[src/hw/rtl/lcs_pkg.sv]
package lcs_pkg;

    localparam int CFG_ADDR_BITS = 4;
    localparam int CFG_DATA_BITS = 32;

    localparam logic [5:0]  MAX_RETRIES_RESET    = 6'd5;
    localparam logic [15:0] ONLINE_TIMEOUT_RESET = 16'd8000;
    localparam logic [19:0] BROKER_STALL_RESET   = 20'd30000;

    localparam int TIME_BITS_DEFAULT = 32;
    localparam int BACKOFF_BITS      = 21;

    localparam logic signed [7:0] RSSI_UNKNOWN = -8'sd100;

    // Register indexes on the configuration port.
    localparam logic [1:0] REG_MAX_RETRIES    = 2'd0;
    localparam logic [1:0] REG_ONLINE_TIMEOUT = 2'd1;
    localparam logic [1:0] REG_BROKER_STALL   = 2'd2;

    // Operation codes.
    localparam logic [2:0] OP_TASK       = 3'd0;
    localparam logic [2:0] OP_START      = 3'd1;
    localparam logic [2:0] OP_CONNECT    = 3'd2;
    localparam logic [2:0] OP_DISCONNECT = 3'd3;
    localparam logic [2:0] OP_RESUME     = 3'd4;

    // Frame kinds.
    localparam logic [2:0] FK_UNKNOWN     = 3'd0;
    localparam logic [2:0] FK_DISCONNECT  = 3'd1;
    localparam logic [2:0] FK_BROKER      = 3'd2;
    localparam logic [2:0] FK_ONLINE_RSSI = 3'd3;
    localparam logic [2:0] FK_RSSI        = 3'd4;
    localparam logic [2:0] FK_OFF         = 3'd5;
    localparam logic [2:0] FK_ON          = 3'd6;
    localparam logic [2:0] FK_SETFREQ     = 3'd7;

    // Soft-start states.
    localparam logic [1:0] SS_IDLE  = 2'd0;
    localparam logic [1:0] SS_SWEEP = 2'd1;
    localparam logic [1:0] SS_DONE  = 2'd2;

    // LED settings.
    localparam logic [2:0] LED_NONE = 3'd0;
    localparam logic [2:0] LED_OFF  = 3'd1;
    localparam logic [2:0] LED_SLOW = 3'd2;
    localparam logic [2:0] LED_FAST = 3'd3;
    localparam logic [2:0] LED_ON   = 3'd4;

    // Command requests.
    localparam logic [1:0] CMD_NONE  = 2'd0;
    localparam logic [1:0] CMD_STOP  = 2'd1;
    localparam logic [1:0] CMD_START = 2'd2;
    localparam logic [1:0] CMD_RAMP  = 2'd3;

    typedef enum logic [2:0] {
        ST_IDLE    = 3'd0,
        ST_WIFI    = 3'd1,
        ST_BROKER  = 3'd2,
        ST_ONLINE  = 3'd3,
        ST_PASSIVE = 3'd4,
        ST_ACTIVE  = 3'd5
    } link_state_t;

    typedef struct packed {
        logic [2:0]        operation;
        logic [31:0]       now_ms;
        logic              module_ready;
        logic              frame_present;
        logic [2:0]        frame_kind;
        logic signed [7:0] rssi_value;
        logic [19:0]       freq_hz;
        logic              no_wifi_mode;
        logic [1:0]        soft_start_state;
        logic              disc_sent_ok;
    } item_t;

    typedef struct packed {
        logic [2:0]        conn_state;
        logic [5:0]        retry_count;
        logic signed [7:0] rssi;
        logic [2:0]        led_mode;
        logic              module_init_request;
        logic [1:0]        cmd_request;
        logic [19:0]       cmd_freq;
        logic              frame_accepted;
    } result_t;

    typedef struct packed {
        logic [5:0]  max_retries;
        logic [15:0] online_timeout_ms;
        logic [19:0] broker_stall_ms;
    } cfg_t;

    typedef struct packed {
        link_state_t       link_state;
        logic [5:0]        retries;
        logic signed [7:0] signal_dbm;
    } ctx_t;

    // Retry timeout as a function of the retry count.
    function automatic logic [BACKOFF_BITS-1:0] backoff_ms(input logic [5:0] n);
        logic [BACKOFF_BITS-1:0] t;
        begin
            if (n < 6'd3)
            begin
                t = 21'd5000;
            end
            else if (n < 6'd6)
            begin
                t = 21'd15000;
            end
            else if (n < 6'd10)
            begin
                t = 21'd30000;
            end
            else if (n < 6'd15)
            begin
                t = 21'd60000;
            end
            else if (n < 6'd25)
            begin
                t = 21'd120000;
            end
            else if (n < 6'd40)
            begin
                t = 21'd300000;
            end
            else
            begin
                t = 21'd1800000;
            end
            return t;
        end
    endfunction

endpackage

[src/hw/rtl/link_connection_supervisor.sv]
// Link connection supervisor.
//
// Input channel: one transaction on item/item_valid/item_stall carries one
// timestamped operation (a periodic task with an optional pre-classified
// frame, or a control event). Output channel: every accepted transaction
// yields exactly one result transaction on result/result_valid/result_stall,
// carrying the link state, retry count, RSSI, LED setting and any request.
// The three configuration registers sit on the APB-style port at byte
// addresses 0, 4 and 8; they should only be written while the block is idle.
//
// An accepted transaction is held in the input register and moves on to the
// result register once the result side is free; result_valid then rises
// and the result can be taken. One transaction is accepted in every cycle
// while the receiver does not stall; the rate is set by the single state
// update per cycle between the input register and the result register.
// When the receiver stalls, the result register holds its transaction and
// the input register can still take one more, after which item_stall rises.
// An asynchronous reset (rst_n low) returns the link to idle with no retries,
// zeroed timestamps, an RSSI of -100 dBm and the default register values.
module link_connection_supervisor #(
    parameter int TIME_BITS = lcs_pkg::TIME_BITS_DEFAULT
) (
    input  logic                              clk,
    input  logic                              rst_n,
    input  logic                              psel,
    input  logic                              penable,
    input  logic                              pwrite,
    input  logic [lcs_pkg::CFG_ADDR_BITS-1:0] paddr,
    input  logic [lcs_pkg::CFG_DATA_BITS-1:0] pwdata,
    output logic [lcs_pkg::CFG_DATA_BITS-1:0] prdata,
    output logic                              pready,
    input  logic                              item_valid,
    output logic                              item_stall,
    input  lcs_pkg::item_t                    item,
    output logic                              result_valid,
    input  logic                              result_stall,
    output lcs_pkg::result_t                  result
);
    import lcs_pkg::*;

    cfg_t                 cfg;

    // Input register: holds one transaction while the result side is stalled.
    logic                 item_valid_reg;
    item_t                item_reg;

    // Link state carried from one transaction to the next.
    ctx_t                 ctx_reg;
    ctx_t                 ctx_next;
    logic [TIME_BITS-1:0] attempt_ms_reg;
    logic [TIME_BITS-1:0] attempt_ms_next;
    logic [TIME_BITS-1:0] last_ms_reg;
    logic [TIME_BITS-1:0] last_ms_next;

    // Result register.
    logic                 result_valid_reg;
    result_t              result_reg;
    result_t              result_next;

    logic                 advance;
    logic                 accept;

    lcs_regs u_regs (
        .clk     (clk),
        .rst_n   (rst_n),
        .psel    (psel),
        .penable (penable),
        .pwrite  (pwrite),
        .paddr   (paddr),
        .pwdata  (pwdata),
        .prdata  (prdata),
        .pready  (pready),
        .cfg     (cfg)
    );

    lcs_step #(
        .TIME_BITS (TIME_BITS)
    ) u_step (
        .cfg             (cfg),
        .ctx             (ctx_reg),
        .attempt_ms      (attempt_ms_reg),
        .last_ms         (last_ms_reg),
        .item            (item_reg),
        .ctx_next        (ctx_next),
        .attempt_ms_next (attempt_ms_next),
        .last_ms_next    (last_ms_next),
        .result          (result_next)
    );

    // The held transaction moves on whenever the result register is free or
    // is being emptied in this cycle.
    assign advance    = item_valid_reg && (!result_valid_reg || !result_stall);
    assign item_stall = item_valid_reg && !advance;
    assign accept     = item_valid && !item_stall;

    assign result_valid = result_valid_reg;
    assign result       = result_reg;

    always_ff @(posedge clk or negedge rst_n)
    begin
        if (!rst_n)
        begin
            item_valid_reg     <= 1'b0;
            result_valid_reg   <= 1'b0;
            ctx_reg.link_state <= ST_IDLE;
            ctx_reg.retries    <= '0;
            ctx_reg.signal_dbm <= RSSI_UNKNOWN;
            attempt_ms_reg     <= '0;
            last_ms_reg        <= '0;
        end
        else
        begin
            if (accept)
            begin
                item_valid_reg <= 1'b1;
            end
            else if (advance)
            begin
                item_valid_reg <= 1'b0;
            end

            if (advance)
            begin
                result_valid_reg <= 1'b1;
                ctx_reg          <= ctx_next;
                attempt_ms_reg   <= attempt_ms_next;
                last_ms_reg      <= last_ms_next;
            end
            else if (!result_stall)
            begin
                result_valid_reg <= 1'b0;
            end
        end
    end

    // Payload registers need no reset.
    always_ff @(posedge clk)
    begin
        if (accept)
        begin
            item_reg <= item;
        end
        if (advance)
        begin
            result_reg <= result_next;
        end
    end

endmodule

[src/hw/rtl/lcs_regs.sv]
module lcs_regs (
    input  logic                                 clk,
    input  logic                                 rst_n,
    input  logic                                 psel,
    input  logic                                 penable,
    input  logic                                 pwrite,
    input  logic [lcs_pkg::CFG_ADDR_BITS-1:0]    paddr,
    input  logic [lcs_pkg::CFG_DATA_BITS-1:0]    pwdata,
    output logic [lcs_pkg::CFG_DATA_BITS-1:0]    prdata,
    output logic                                 pready,
    output lcs_pkg::cfg_t                        cfg
);
    import lcs_pkg::*;

    cfg_t       cfg_reg;
    logic       wr_en;
    logic [1:0] reg_index;

    assign pready    = 1'b1;
    assign reg_index = paddr[3:2];
    assign wr_en     = psel && penable && pwrite && pready;
    assign cfg       = cfg_reg;

    always_ff @(posedge clk or negedge rst_n)
    begin
        if (!rst_n)
        begin
            cfg_reg.max_retries       <= MAX_RETRIES_RESET;
            cfg_reg.online_timeout_ms <= ONLINE_TIMEOUT_RESET;
            cfg_reg.broker_stall_ms   <= BROKER_STALL_RESET;
        end
        else if (wr_en)
        begin
            case (reg_index)
                REG_MAX_RETRIES:    cfg_reg.max_retries       <= pwdata[5:0];
                REG_ONLINE_TIMEOUT: cfg_reg.online_timeout_ms <= pwdata[15:0];
                REG_BROKER_STALL:   cfg_reg.broker_stall_ms   <= pwdata[19:0];
                default:            ;
            endcase
        end
    end

    always_comb
    begin
        case (reg_index)
            REG_MAX_RETRIES:    prdata = CFG_DATA_BITS'(cfg_reg.max_retries);
            REG_ONLINE_TIMEOUT: prdata = CFG_DATA_BITS'(cfg_reg.online_timeout_ms);
            REG_BROKER_STALL:   prdata = CFG_DATA_BITS'(cfg_reg.broker_stall_ms);
            default:            prdata = '0;
        endcase
    end

endmodule

[src/hw/rtl/lcs_step.sv]
module lcs_step #(
    parameter int TIME_BITS = lcs_pkg::TIME_BITS_DEFAULT
) (
    input  lcs_pkg::cfg_t        cfg,
    input  lcs_pkg::ctx_t        ctx,
    input  logic [TIME_BITS-1:0] attempt_ms,
    input  logic [TIME_BITS-1:0] last_ms,
    input  lcs_pkg::item_t       item,
    output lcs_pkg::ctx_t        ctx_next,
    output logic [TIME_BITS-1:0] attempt_ms_next,
    output logic [TIME_BITS-1:0] last_ms_next,
    output lcs_pkg::result_t     result
);
    import lcs_pkg::*;

    localparam int CMP_BITS = (TIME_BITS > BACKOFF_BITS) ? TIME_BITS : BACKOFF_BITS;

    logic [63:0]          now_wide;
    logic [TIME_BITS-1:0] now_t;
    logic [2:0]           kind;
    logic                 rssi_ok;
    logic                 have;
    logic                 linked;
    logic                 cmd_open;
    link_state_t          ls;
    link_state_t          cs;
    logic [5:0]           rt;
    logic signed [7:0]    sg;
    logic [TIME_BITS-1:0] at;
    logic [TIME_BITS-1:0] lf;
    logic [TIME_BITS-1:0] since_at;
    logic [TIME_BITS-1:0] since_lf_b;
    logic [TIME_BITS-1:0] since_lf_o;
    logic [2:0]           led;
    logic                 init_req;
    logic [1:0]           cmd;
    logic [19:0]          cf;
    logic                 acc;

    assign now_wide = 64'(item.now_ms);
    assign now_t    = now_wide[TIME_BITS-1:0];
    // An rssi value must lie between -127 and 0 inclusive.
    assign rssi_ok  = (item.rssi_value == 8'sd0) ||
                      (item.rssi_value[7] && (item.rssi_value[6:0] != 7'd0));
    assign cmd_open = !item.no_wifi_mode;

    always_comb
    begin
        ls         = ctx.link_state;
        rt         = ctx.retries;
        sg         = ctx.signal_dbm;
        at         = attempt_ms;
        lf         = last_ms;
        led        = LED_NONE;
        init_req   = 1'b0;
        cmd        = CMD_NONE;
        cf         = '0;
        acc        = 1'b0;
        have       = item.frame_present;
        cs         = ls;
        since_at   = '0;
        since_lf_b = '0;
        since_lf_o = '0;
        linked     = 1'b0;

        kind = item.frame_kind;
        if (((kind == FK_ONLINE_RSSI) || (kind == FK_RSSI)) && !rssi_ok)
        begin
            kind = FK_UNKNOWN;
        end

        case (item.operation)
            OP_TASK:
            begin
                if (item.module_ready)
                begin
                    // Passive offline: a link frame brings the connection back.
                    if ((ls == ST_PASSIVE) && have)
                    begin
                        have = 1'b0;
                        if (kind inside {FK_BROKER, FK_ONLINE_RSSI, FK_RSSI})
                        begin
                            ls  = ST_WIFI;
                            rt  = '0;
                            at  = now_t;
                            lf  = now_t;
                            led = LED_SLOW;
                            acc = 1'b1;
                        end
                    end

                    if ((ls == ST_WIFI) || (ls == ST_BROKER))
                    begin
                        since_at = now_t - at;
                        if (CMP_BITS'(since_at) >= CMP_BITS'(backoff_ms(rt)))
                        begin
                            rt = rt + 6'd1;
                            if (rt >= cfg.max_retries)
                            begin
                                ls  = ST_PASSIVE;
                                rt  = '0;
                                led = LED_OFF;
                            end
                            else
                            begin
                                at  = now_t;
                                lf  = now_t;
                                led = LED_SLOW;
                            end
                        end
                        since_lf_b = now_t - lf;
                        if ((ls == ST_BROKER) &&
                            (CMP_BITS'(since_lf_b) >= CMP_BITS'(cfg.broker_stall_ms)))
                        begin
                            ls  = ST_WIFI;
                            rt  = '0;
                            at  = now_t;
                            lf  = now_t;
                            led = LED_SLOW;
                        end
                    end

                    since_lf_o = now_t - lf;
                    if ((ls == ST_ONLINE) &&
                        (CMP_BITS'(since_lf_o) >= CMP_BITS'(cfg.online_timeout_ms)))
                    begin
                        ls  = ST_WIFI;
                        rt  = '0;
                        at  = now_t;
                        lf  = now_t;
                        led = LED_SLOW;
                        sg  = RSSI_UNKNOWN;
                    end

                    if (have && (ls != ST_PASSIVE) && (ls != ST_ACTIVE))
                    begin
                        cs  = ls;
                        acc = (kind != FK_UNKNOWN);
                        case (kind)
                            FK_DISCONNECT:
                            begin
                                ls  = ST_WIFI;
                                rt  = '0;
                                at  = now_t;
                                sg  = RSSI_UNKNOWN;
                                led = LED_SLOW;
                            end
                            FK_BROKER:
                            begin
                                if (cs == ST_WIFI)
                                begin
                                    ls  = ST_BROKER;
                                    at  = now_t;
                                    led = LED_FAST;
                                end
                            end
                            FK_ONLINE_RSSI:
                            begin
                                sg = item.rssi_value;
                                if (cs != ST_ONLINE)
                                begin
                                    ls  = ST_ONLINE;
                                    rt  = '0;
                                    led = LED_ON;
                                end
                            end
                            FK_RSSI:
                            begin
                                sg = item.rssi_value;
                            end
                            FK_OFF:
                            begin
                                if (cmd_open && (item.soft_start_state inside {SS_SWEEP, SS_DONE}))
                                begin
                                    cmd = CMD_STOP;
                                end
                            end
                            FK_ON:
                            begin
                                if (cmd_open && (item.soft_start_state == SS_IDLE))
                                begin
                                    cmd = CMD_START;
                                end
                            end
                            FK_SETFREQ:
                            begin
                                if (cmd_open && (item.soft_start_state == SS_DONE))
                                begin
                                    cmd = CMD_RAMP;
                                    cf  = item.freq_hz;
                                end
                            end
                            default:
                            begin
                            end
                        endcase
                        if (acc)
                        begin
                            lf = now_t;
                        end
                    end
                end
            end
            OP_START:
            begin
                ls       = ST_WIFI;
                rt       = '0;
                at       = now_t;
                lf       = now_t;
                led      = LED_SLOW;
                init_req = 1'b1;
            end
            OP_CONNECT:
            begin
                if (ls == ST_ACTIVE)
                begin
                    ls       = ST_WIFI;
                    rt       = '0;
                    at       = now_t;
                    lf       = now_t;
                    led      = LED_SLOW;
                    init_req = 1'b1;
                end
            end
            OP_DISCONNECT:
            begin
                linked = ls inside {ST_WIFI, ST_BROKER, ST_ONLINE};
                if (!linked || item.disc_sent_ok)
                begin
                    ls  = ST_ACTIVE;
                    rt  = '0;
                    sg  = RSSI_UNKNOWN;
                    led = LED_OFF;
                end
            end
            OP_RESUME:
            begin
                if (ls == ST_PASSIVE)
                begin
                    ls  = ST_WIFI;
                    rt  = '0;
                    at  = now_t;
                    lf  = now_t;
                    led = LED_SLOW;
                end
            end
            default:
            begin
            end
        endcase
    end

    assign ctx_next.link_state = ls;
    assign ctx_next.retries    = rt;
    assign ctx_next.signal_dbm = sg;
    assign attempt_ms_next     = at;
    assign last_ms_next        = lf;

    assign result.conn_state          = ls;
    assign result.retry_count         = rt;
    assign result.rssi                = sg;
    assign result.led_mode            = led;
    assign result.module_init_request = init_req;
    assign result.cmd_request         = cmd;
    assign result.cmd_freq            = cf;
    assign result.frame_accepted      = acc;

endmodule

[config.mk]
export PLATFORM = sky130hd
export DESIGN_NAME = link_connection_supervisor
export DESIGN_NICKNAME = d
export VERILOG_FILES = /design/src/hw/rtl/lcs_pkg.sv /design/src/hw/rtl/link_connection_supervisor.sv /design/src/hw/rtl/lcs_regs.sv /design/src/hw/rtl/lcs_step.sv
export SDC_FILE = /design/constraint.sdc
export NUM_CORES = 1
export LEC_CHECK = 0
export BUFFER_PORTS_ARGS = -buffer_cell sky130_fd_sc_hd__buf_2
export CORE_MARGIN = 1
export CORE_UTILIZATION = 40
export DETAILED_ROUTE_END_ITERATION = 8
export PLACE_DENSITY = 0.59
export SLEW_MARGIN = 20
export SYNTH_ARGS = -nofsm -noshare
export SYNTH_HDL_FRONTEND = slang
export SYNTH_HIERARCHICAL = 1
export SYNTH_SLANG_ARGS = --single-unit
[constraint.sdc]
create_clock -name clk -period 33.1 [get_ports clk]
set_input_delay 6.62 -clock clk [delete_from_list [all_inputs] [get_ports clk]]
set_output_delay 6.62 -clock clk [all_outputs]
set_load 0.03 [all_outputs]
# --- Word level (Yosys, flattened, before mapping) ---
# Cells that the tools add are included.
totals:
  regBits: 241
  input_bits: 115
  output_inout_bits: 79
  elab_cells: 245
op_classes:
  n_addsub: 4
  order_cmp: 10
  eq_ne: 34
  mux: 123
  n_reduce_logical: 46
ops:
  columns: ["operator", "count"]
  rows:
  - ["two-way mux 32 bit", 29]
  - ["one-hot mux 32 bit (4 select lines)", 2]
  - ["two-way mux 21 bit", 9]
  - ["two-way mux 3 bit", 33]
  - ["subtractor 32 bit", 3]
  - ["two-way mux 6 bit", 15]
  - ["one-hot mux 32 bit (2 select lines)", 1]
  - ["one-hot mux 20 bit (3 select lines)", 1]
  - [">= comparator 32 x 16 -> 1 bit", 1]
  - [">= comparator 32 x 20 -> 1 bit", 1]
  - [">= comparator 32 x 21 -> 1 bit", 1]
  - ["two-way mux 8 bit", 4]
  - ["one-hot mux 8 bit (2 select lines)", 2]
  - ["equality test 3 x 2 -> 1 bit, second input constant", 10]
  - ["one-hot mux 3 bit (5 select lines)", 2]
  - ["one-hot mux 6 bit (5 select lines)", 1]
  - ["equality test 3 bit, second input constant", 8]
  - ["one-hot mux 3 bit (3 select lines)", 2]
  - ["equality test 3 x 1 -> 1 bit, second input constant", 5]
  - ["logical AND 1 bit", 15]
  - ["two-way mux 1 bit", 13]
  - ["less-than comparator 6 x 4 -> 1 bit, second input constant", 2]
  - ["two-way mux 2 bit", 6]
  - ["one-hot mux 6 bit (2 select lines)", 1]
  - ["27 further kinds", 50]

# --- Longest topological paths before layout ---
# Gate-level depths: netlist of run 1.
logic_depth:
  ltp_word: 46
  ltp_mapped: 84
  ltp_nobuf: 78

# --- Hierarchy ---
# The synthesis of run 1 kept the hierarchy.
modules_own_cells:
  columns: ["mod", "instances", "cells_per_inst", "area_per_inst_um2", "seq_area_each_um2"]
  rows:
  - ["lcs_step", 1, 1910, 12700.9, 0.0]
  - ["link_connection_supervisor", 1, 295, 6995.5, 5565.3]
  - ["lcs_regs", 1, 146, 2026.9, 1069.8]

# --- Worst setup path before layout of run 1 ---
# No wires, ideal clock.
synth_path:
  path_type: "reg2reg"
  startpoint: "register item_reg[27] (netlist name)"
  endpoint: "register attempt_ms_reg[11]"
  setup_time_ps: 125
  arrival_ps: 16134
  t_required_ps: 32975
  slack_ps: 16841
  stages_incl_launch_ff: 77
  path_buffers: 7
  synth_period_minus_slack_ps: 16259
  path_cell_list: "edfxtp_1 or4_4 or3_4 a31oi_2 a21o_1 clkbuf_1 clkbuf_1 mux2i_1 ha_1 a21o_1 nand2b_1 o211ai_1 a21oi_1 nor2b_1 o21ai_0 a21o_1 a21o_1 nand3_1 [41 not listed] o21bai_1 a21oi_1 xnor2_1 ha_1 nor2b_1 o21ai_0 nand4_1 nor4_1 nand4_1 nor4b_1 nand3_1 o311a_1 or2_1 buf_4 nor2_2 buf_6 a311oi_1 mux2_4"
synth_via:
  elab_chain_len: 46
  elab_cells_between_ends: 92
  cone_classes: "add/sub (4); order compare (10); eq/ne (11); mux (55); reduce/logical (12)"
synth_lines:
  columns: ["element", "line_no", "rtl"]
  rows:
  - ["start, declared", "link_connection_supervisor.sv:45", "item_t item_reg;"]
  - ["start signal, assigned", "link_connection_supervisor.sv:141", "item_reg <= item;"]
  - ["nonzero test 7 bit", "lcs_step.sv:44", "(item.rssi_value[7] && (item.rssi_value[6:0] != 7'd0));"]
  - ["logical AND 1 bit", "lcs_step.sv:44", null]
  - ["logical OR 1 bit (*)", "lcs_step.sv:43", "assign rssi_ok = (item.rssi_value == 8'sd0) ||"]
  - ["zero test 1 bit (*)", "lcs_step.sv:67", "if (((kind == FK_ONLINE_RSSI) || (kind == FK_RSSI)) && !rssi_ok)"]
  - ["logical AND 1 bit (*)", "lcs_step.sv:67", null]
  - ["two-way mux 3 bit (*)", "lcs_step.sv:67", null]
  - ["equality test 3 x 2 -> 1 bit, or another cell as far along", "lcs_step.sv:81, lcs_step.sv:139", null]
  - ["nonzero test 3 bit", "lcs_step.sv:81", "if (kind inside {FK_BROKER, FK_ONLINE_RSSI, FK_RSSI})"]
  - ["[31 not listed]", null, null]
  - ["two-way mux 3 bit", "lcs_step.sv:72", "case (item.operation)"]
  - ["equality test 3 x 1 -> 1 bit / != test 3 bit (equally long branches)", "lcs_step.sv:150, lcs_step.sv:135", null]
  - ["two-way mux 32 bit / logical AND 1 bit (equally long branches)", "lcs_step.sv:150, lcs_step.sv:135", null]
  - ["one-hot mux 32 bit (2 select lines) / logical AND 1 bit (equally long branches)", "lcs_step.sv:139, lcs_step.sv:135", null]
  - ["two-way mux 32 bit (*)", "lcs_step.sv:135", "if (have && (ls != ST_PASSIVE) && (ls != ST_ACTIVE))"]
  - ["two-way mux 32 bit (*)", "lcs_step.sv:75", "if (item.module_ready)"]
  - ["one-hot mux 32 bit (4 select lines) (*)", "lcs_step.sv:72", null]
  - ["via attempt_ms_next[11]", "link_connection_supervisor.sv:51", "logic [TIME_BITS-1:0] attempt_ms_next;"]
  - ["end signal, assigned", "link_connection_supervisor.sv:126", "attempt_ms_reg <= attempt_ms_next;"]
  - ["end, declared", "link_connection_supervisor.sv:50", "logic [TIME_BITS-1:0] attempt_ms_reg;"]
# Mark *: on every way through the listed nets, which the timed path passes. The rest lies on a longest branch. The select of a mux whose other input is x is not followed.
# A chain may end at the register's enable or synchronous reset.

# --- Worst setup path in the final report of run 1 ---
layout_path:
  startpoint: "register item_reg[27] (netlist name)"
  endpoint: "register attempt_ms_reg[13]"
# Same word-level chain as after synthesis.

==> flow_metrics.env, run 1 <==
export IMPL_outcome="complete, no violations"
export IMPL_worstHoldPathCells=1
export IMPL_yosysWarnings=6
export IMPL_placed_area_sq_mm=0.0228
export IMPL_seqCellArea_sq_mm=0.00664
export IMPL_synth_area_sq_mm=0.0217
export IMPL_fin_area_sq_mm=0.0238
export IMPL_drv_slew=0
export IMPL_vias=19100
export IMPL_ir_worst_vdd_mv=0.0458
export IMPL_dpl_worst_slack_ps=11460
export IMPL_cp_start_kind="register"
export IMPL_cts_tree="done"
export IMPL_syn2layout_area_growth_pct=9.77
export IMPL_final_nets=2704
export IMPL_antenna_found_initial=1
export IMPL_routed_via_density=6.06
export IMPL_final_antenna_net_count=0
export IMPL_cp_data_arrival_time_ps=22290
export IMPL_cp_max_fo=31
export IMPL_fin_crit_sh_pct=65.9
export IMPL_cap_violations=0
export IMPL_dpl_hpwl_mm=47.8
export IMPL_ys_ff_latch=241
export IMPL_setup_viol=0
export IMPL_worst_setup_path_end_kind="register"
export IMPL_largest_reg_flops=72
export IMPL_synth_common_cells="201 x nand2_1, 178 x o21ai_0, 161 x a21oi_1"
export IMPL_overflow=0
export IMPL_cts_root_buf="clkbuf_16"
export IMPL_io_buffers=166
export IMPL_postCtsHoldBufs=0
export IMPL_path_common_cell="a21oi_1"
export IMPL_powerDensity_mw_per_mm2=85.7
export IMPL_fp_dieH_um=235
export IMPL_post_cts_resized=0
export IMPL_wl_mm=66.6
export IMPL_cts_buffer_depth=3
export IMPL_core_area_sq_mm=0.0537
export IMPL_dr_max_layer_used="met4"
export IMPL_num_rows=85
export IMPL_fin_tns_setup_ps=0
export IMPL_layout_drive_gt1_share_pct=17.4
export IMPL_worstRegToRegCells=76
export IMPL_yosys_most_used_dff="edfxtp_1"
export IMPL_worstSkewPairLatency_ps=600
export IMPL_die_area_sq_mm=0.0552
export IMPL_max_stage_delay_ps=870
export IMPL_yosys_area_top_type_share_pct=16.0
export IMPL_synth_area_leader_cell="edfxtp_1"
export IMPL_synth_avg_cell_area_sq_um=9.24
export IMPL_wl_met2_mm=31.0
export IMPL_relSlewSlack_pct=26.4
export IMPL_rsz0062_at_grt="no"
export IMPL_dieWidth_um=235
export IMPL_hold_slack_ps=502
export IMPL_synth_edf_count=116
export IMPL_postSynth_asyncResetShare_pct=51.9
export IMPL_skew_ps=16.1
export IMPL_cts_sinks=241
export IMPL_tightest_slew_ps=1100
export IMPL_period_needed_ps=21810
export IMPL_critical_path_class="register to register"
export IMPL_met3_length_mm=4.16
export IMPL_grt_first_pass_wirelength_mm=104
export IMPL_fmax_mhz=45.9
export IMPL_fin_ws_ps=11290
export IMPL_grtUsageTotal_pct=23.4
export IMPL_drt_initial_drc_count=1563
export IMPL_hold_violations=0
export IMPL_worst_path_max_delay_cell="nor2_2"
export IMPL_ys_types=99
export IMPL_place_gp_congestion=0.908
export IMPL_synthTopCellsByArea="edfxtp_1 16%, dfrtp_1 12%, ha_1 9.0%"
export IMPL_multi_input_area_sq_mm=0.0138
export IMPL_leakage_uw=0.0101
export IMPL_initial_core_util_pct=40.4
export IMPL_clk_pin_slew_ps=70
export IMPL_wire_per_inst_um=21.2
export IMPL_num_fill_cells=5104
export IMPL_synth_sequential_area_ratio_pct=30.5
export IMPL_synth_most_common_cell="nand2_1"
export IMPL_syn_inst=2351
export IMPL_m1WireLength_mm=29.4
export IMPL_io_pins=194
export IMPL_grt_pass1_vias=18500
export IMPL_grt_max_degree=121
export IMPL_drc=0
export IMPL_post_cts_buffers=0
export IMPL_min_path_type="register to register"
export IMPL_first_pass_iters=5
export IMPL_cts_made_buffers=29
export IMPL_h_tree_depth=1
export IMPL_cp_required_ps=33580
area by class of cell:
| type | count | area share [%] |
|---|---|---|
| Antenna cell | 1 | 0.0105 |
| Clock buffer | 33 | 3.24 |
| Clock inverter | 21 | 1.29 |
| Inverter | 103 | 1.62 |
| Multi-Input combinational cell | 1864 | 58.0 |
| Sequential cell | 241 | 27.8 |
| Tap cell | 696 | 3.65 |
| Timing Repair Buffer | 190 | 4.32 |
worst max-delay path, delay by kind of cell, from the launching register on:
kind,cells,cell delay (ps)
muxes,3,1000
DFF,1,410
and+or+nand+nor,25,7280
buffers and inverters,6,1470
xor gates and xnor gates,3,470
adders and majority gates,7,1990
AOI/OAI and AO/OA,32,8900
routing by layer:
layer | track usage [%] | vias up
met2 | 38.4 | 667
met5 | 0 | -
li1 | - | 8962
met4 | 8.33 | 0
met3 | 2.98 | 124
met1 | 31.6 | 9339
worst paths after layout:
path / startpoint / end / slack (ps)
setup / recovery: item_reg[27]$_DFFE_PP_ / attempt_ms_reg[13]$_DFFE_PN0P_ / 11290
min in group asynchronous: rst_n / u_regs/cfg[33]$_DFFE_PN0P_ / 6040
max in group asynchronous: rst_n / attempt_ms_reg[7]$_DFFE_PN0P_ / 25640
setup reg to reg: item_reg[27]$_DFFE_PP_ / attempt_ms_reg[13]$_DFFE_PN0P_ / 11290
hold / removal: item_valid_reg$_DFFE_PN0P_ / result_valid$_DFFE_PN0P_ / 500
hold reg to reg: item_valid_reg$_DFFE_PN0P_ / result_valid$_DFFE_PN0P_ / 500
metrics by stage:
stage / util, % / power [uW] / instances
detailed placement: 42.4 / 1660 / 3094
finish: 44.4 / 2040 / 3149
global route: 44.4 / 2190 / 3149
global placement: 42.4 / 1630 / 3094
floorplan: - / 1370 / 2362
CTS: 44.4 / 2040 / 3148
report_power, final:
group	internal [uW]	total, uW	switching, uW
registers	388	466	78.3
logic	514	1210	699
clock network	223	364	141
total	1120	2040	919
cell families (layout without fill, tap and decap cells):
| kind of cell | Yosys count | after routing | synth area share, % |
|---|---|---|---|
| flip-flops | 241 | 241 | 30.5 |
| multiplexers | 286 | 286 | 15.6 |
| AND/OR/NAND/NOR | 649 | 649 | 14.5 |
| other | 2 | 14 | 0.0346 |
| AO/OA/AOI/OAI | 687 | 687 | 21.0 |
| adder cells (fa/ha/maj) | 160 | 160 | 9.32 |
| buffers and inverters | 257 | 347 | 6.19 |
| XOR/XNOR | 69 | 69 | 2.78 |
layout by cell type (no fill, tap or decap), drive strengths merged, types with 35 or more instances in the layout:
cell type  Yosys  layout
nand2        201     201
buf           76     190
o21ai        188     188
a21oi        163     163
mux2         158     158
ha           157     157
nor2         131     131
mux2i        128     128
edfxtp       116     116
dfrtp        106     106
inv          102     104
nor3          65      65
nand3         64      64
xnor2         46      46
a21o          42      42
nand2b        37      37
a2111oi       37      37
and2          35      35
(Power assumes the default switching activity.)
==> inputs of run 2 (changes only) <==
- clock period: 33.1 -> 21.5 ns (I/O delays scaled with it)
==> run 2 against run 1 <==
  * Total power increased by 55%
  * Worst setup slack got worse by 10000 ps
  * Via count increased by 0.32%
  * Sequential share of layout area decreased by 0.20 points
  * Clock power increased by 52%
  * Register-to-register slack got worse by 10000 ps
  * Utilization increased by 0.32 points
  * Largest cell class unchanged
  * Largest power group unchanged
==> flow_metrics.env, run 2 (synthesis gave the netlist of run 1 again) <==
export IMPL_outcome="complete, no violations"
export IMPL_overflow=0
export IMPL_worstRegToRegCells=75
export IMPL_period_needed_ps=20190
export IMPL_use_met3_pct=2.83
export IMPL_worstReg2RegStart="item_reg[27]$_DFFE_PP_"
export IMPL_dieWidth_um=235
export IMPL_h_tree_depth=1
export IMPL_num_fill_cells=5094
export IMPL_cts_tree="done"
export IMPL_post_cts_buffers=0
export IMPL_critPathCapture="attempt_ms_reg[8]$_DFFE_PN0P_"
export IMPL_postCtsHoldBufs=0
export IMPL_tightest_slew_ps=969
export IMPL_cp_data_arrival_time_ps=20660
export IMPL_syn2layout_area_growth_pct=10.6
export IMPL_reg2reg_to="attempt_ms_reg[8]$_DFFE_PN0P_"
export IMPL_cts_buffer_depth=3
export IMPL_fp_dieH_um=235
export IMPL_num_rows=85
export IMPL_io_buffers=166
export IMPL_min_path_type="register to register"
export IMPL_die_area_sq_mm=0.0552
export IMPL_cp_startpoint="item_reg[27]$_DFFE_PP_"
export IMPL_grt_util_met2_pct=38.9
export IMPL_cts_root_buf="clkbuf_16"
export IMPL_cts_made_buffers=30
export IMPL_powerDensity_mw_per_mm2=132
export IMPL_cp_required_ps=21970
export IMPL_post_cts_resized=0
export IMPL_relSlewSlack_pct=35.4
export IMPL_final_nets=2720
export IMPL_wire_per_inst_um=21.4
export IMPL_leakage_uw=0.0102
export IMPL_critPathBufInv=6
export IMPL_cp_max_fo=23
export IMPL_place_gp_congestion=0.918
export IMPL_grt_pass1_vias=18600
export IMPL_fin_tns_setup_ps=0
export IMPL_rsz0062_at_grt="no"
export IMPL_ir_worst_vdd_mv=0.0663
export IMPL_post_layout_nonfiller_instances=3167
export IMPL_initial_core_util_pct=40.4
export IMPL_grt_first_pass_wirelength_mm=105
export IMPL_antenna_found_initial=2
export IMPL_io_pins=194
export IMPL_cp_start_kind="register"
export IMPL_drv_slew=0
export IMPL_vias=19200
export IMPL_utilization_pct=44.7
export IMPL_grt_max_degree=121
export IMPL_drt_initial_drc_count=1456
export IMPL_skew_ps=30.2
export IMPL_largest_reg_flops=72
export IMPL_critical_path_class="register to register"
export IMPL_busiest_layer="met2"
export IMPL_hp_start="item_reg[6]$_DFFE_PP_"
export IMPL_cts_sinks=241
export IMPL_hold_violations=0
export IMPL_cp_depth=75
export IMPL_grtUsageTotal_pct=23.7
export IMPL_use_met1_pct=32.0
export IMPL_final_common_cell="nand2_1"
export IMPL_path_delay_family="compound AO/OA/AOI/OAI gates"
export IMPL_dp_cells=3109
export IMPL_first_pass_iters=6
export IMPL_layout_drive_gt1_share_pct=18.1
export IMPL_r2r_slack_ps=1310
export IMPL_worst_path_max_delay_cell="or4_4"
export IMPL_worst_setup_path_end_kind="register"
export IMPL_wl_mm=67.7
export IMPL_seqCellArea_sq_mm=0.00664
export IMPL_worstSkewPairLatency_ps=610
export IMPL_routed_via_density=6.05
export IMPL_layout_common_cells="200 x nand2_1, 178 x o21ai_0, 165 x buf_2, 160 x a21oi_1, 157 x ha_1"
export IMPL_clk_pin_slew_ps=60
export IMPL_fin_crit_sh_pct=93.9
export IMPL_dpl_hpwl_mm=48.7
export IMPL_multi_input_area_sq_mm=0.0138
export IMPL_final_antenna_net_count=0
export IMPL_drc=0
export IMPL_max_stage_delay_ps=580
export IMPL_fmax_mhz=49.5
export IMPL_cap_violations=0
export IMPL_setup_viol=0
export IMPL_core_area_sq_mm=0.0537
-- run 2: changes by cell type in the layout (fill, tap and decap cells not counted), moves of 2 or more --
cell	previous run	this run
bufinv_16	7	5
inv_6	1	3
buf_12	1	5
buf_4	23	34
clkinv_4	1	3
clkinv_1	5	3
-- run 2: worst min path at each step --
stage / to / slack [ps] / cells past startpoint
after floorplan: result_valid$_DFFE_PN0P_ / 450 / 1
after global placement: result_valid$_DFFE_PN0P_ / 480 / 1
after detailed placement: result_valid$_DFFE_PN0P_ / 490 / 1
after CTS: result[3]$_DFFE_PP_ / 520 / 1
after global routing: result[3]$_DFFE_PP_ / 540 / 1
final: result[3]$_DFFE_PP_ / 510 / 1
-- run 2: worst reg2reg max path, delay by kind of cell, from the launching register on --
family	cells	cell delay [ps]
and+or+nand+nor	25	6720
muxes	4	1150
adders and majority gates	7	2150
xor gates and xnor gates	3	520
AOI/OAI and AO/OA	30	7710
DFF	1	390
buffers and inverters	6	1370
-- run 2: cell type report --
type	count	share of cell area, %
clock inverters	23	1.26
well taps	696	3.63
repair buffers	205	4.96
clock buffers	33	3.26
diodes	2	0.0208
inverters	103	1.61
flip-flops and latches	241	27.6
multi-input cells	1864	57.6
-- run 2: per-stage QoR --
step | setup slack, ps | power, uW | hold slack [ps] | instance area, sq um
finish | 1310 | 3170 | 514 | 24000
global route | 24.0 | 3400 | 535 | 24000
CTS | 1380 | 3160 | 516 | 24000
detailed placement | 1520 | 2580 | 492 | 22900
global placement | 1660 | 2540 | 477 | 22900
floorplan | 5240 | 2120 | 447 | 21800
-- run 2: power by group --
group          leakage (uW)  total (uW)  internal [uW]  switching (uW)
sequential          0.00263         716            597             119
combinational       0.00701        1900            810            1090
clock              0.000518         553            328             225
total                0.0102        3170           1730            1440
-- run 2: metal layers --
| layer | vias to the layer above | routed length, um |
|---|---|---|
| met2 | 683 | 31600 |
| met3 | 111 | 4180 |
| li1 | 8983 | - |
| met5 | - | 0 |
| met4 | 0 | 1910 |
| met1 | 9376 | 30000 |
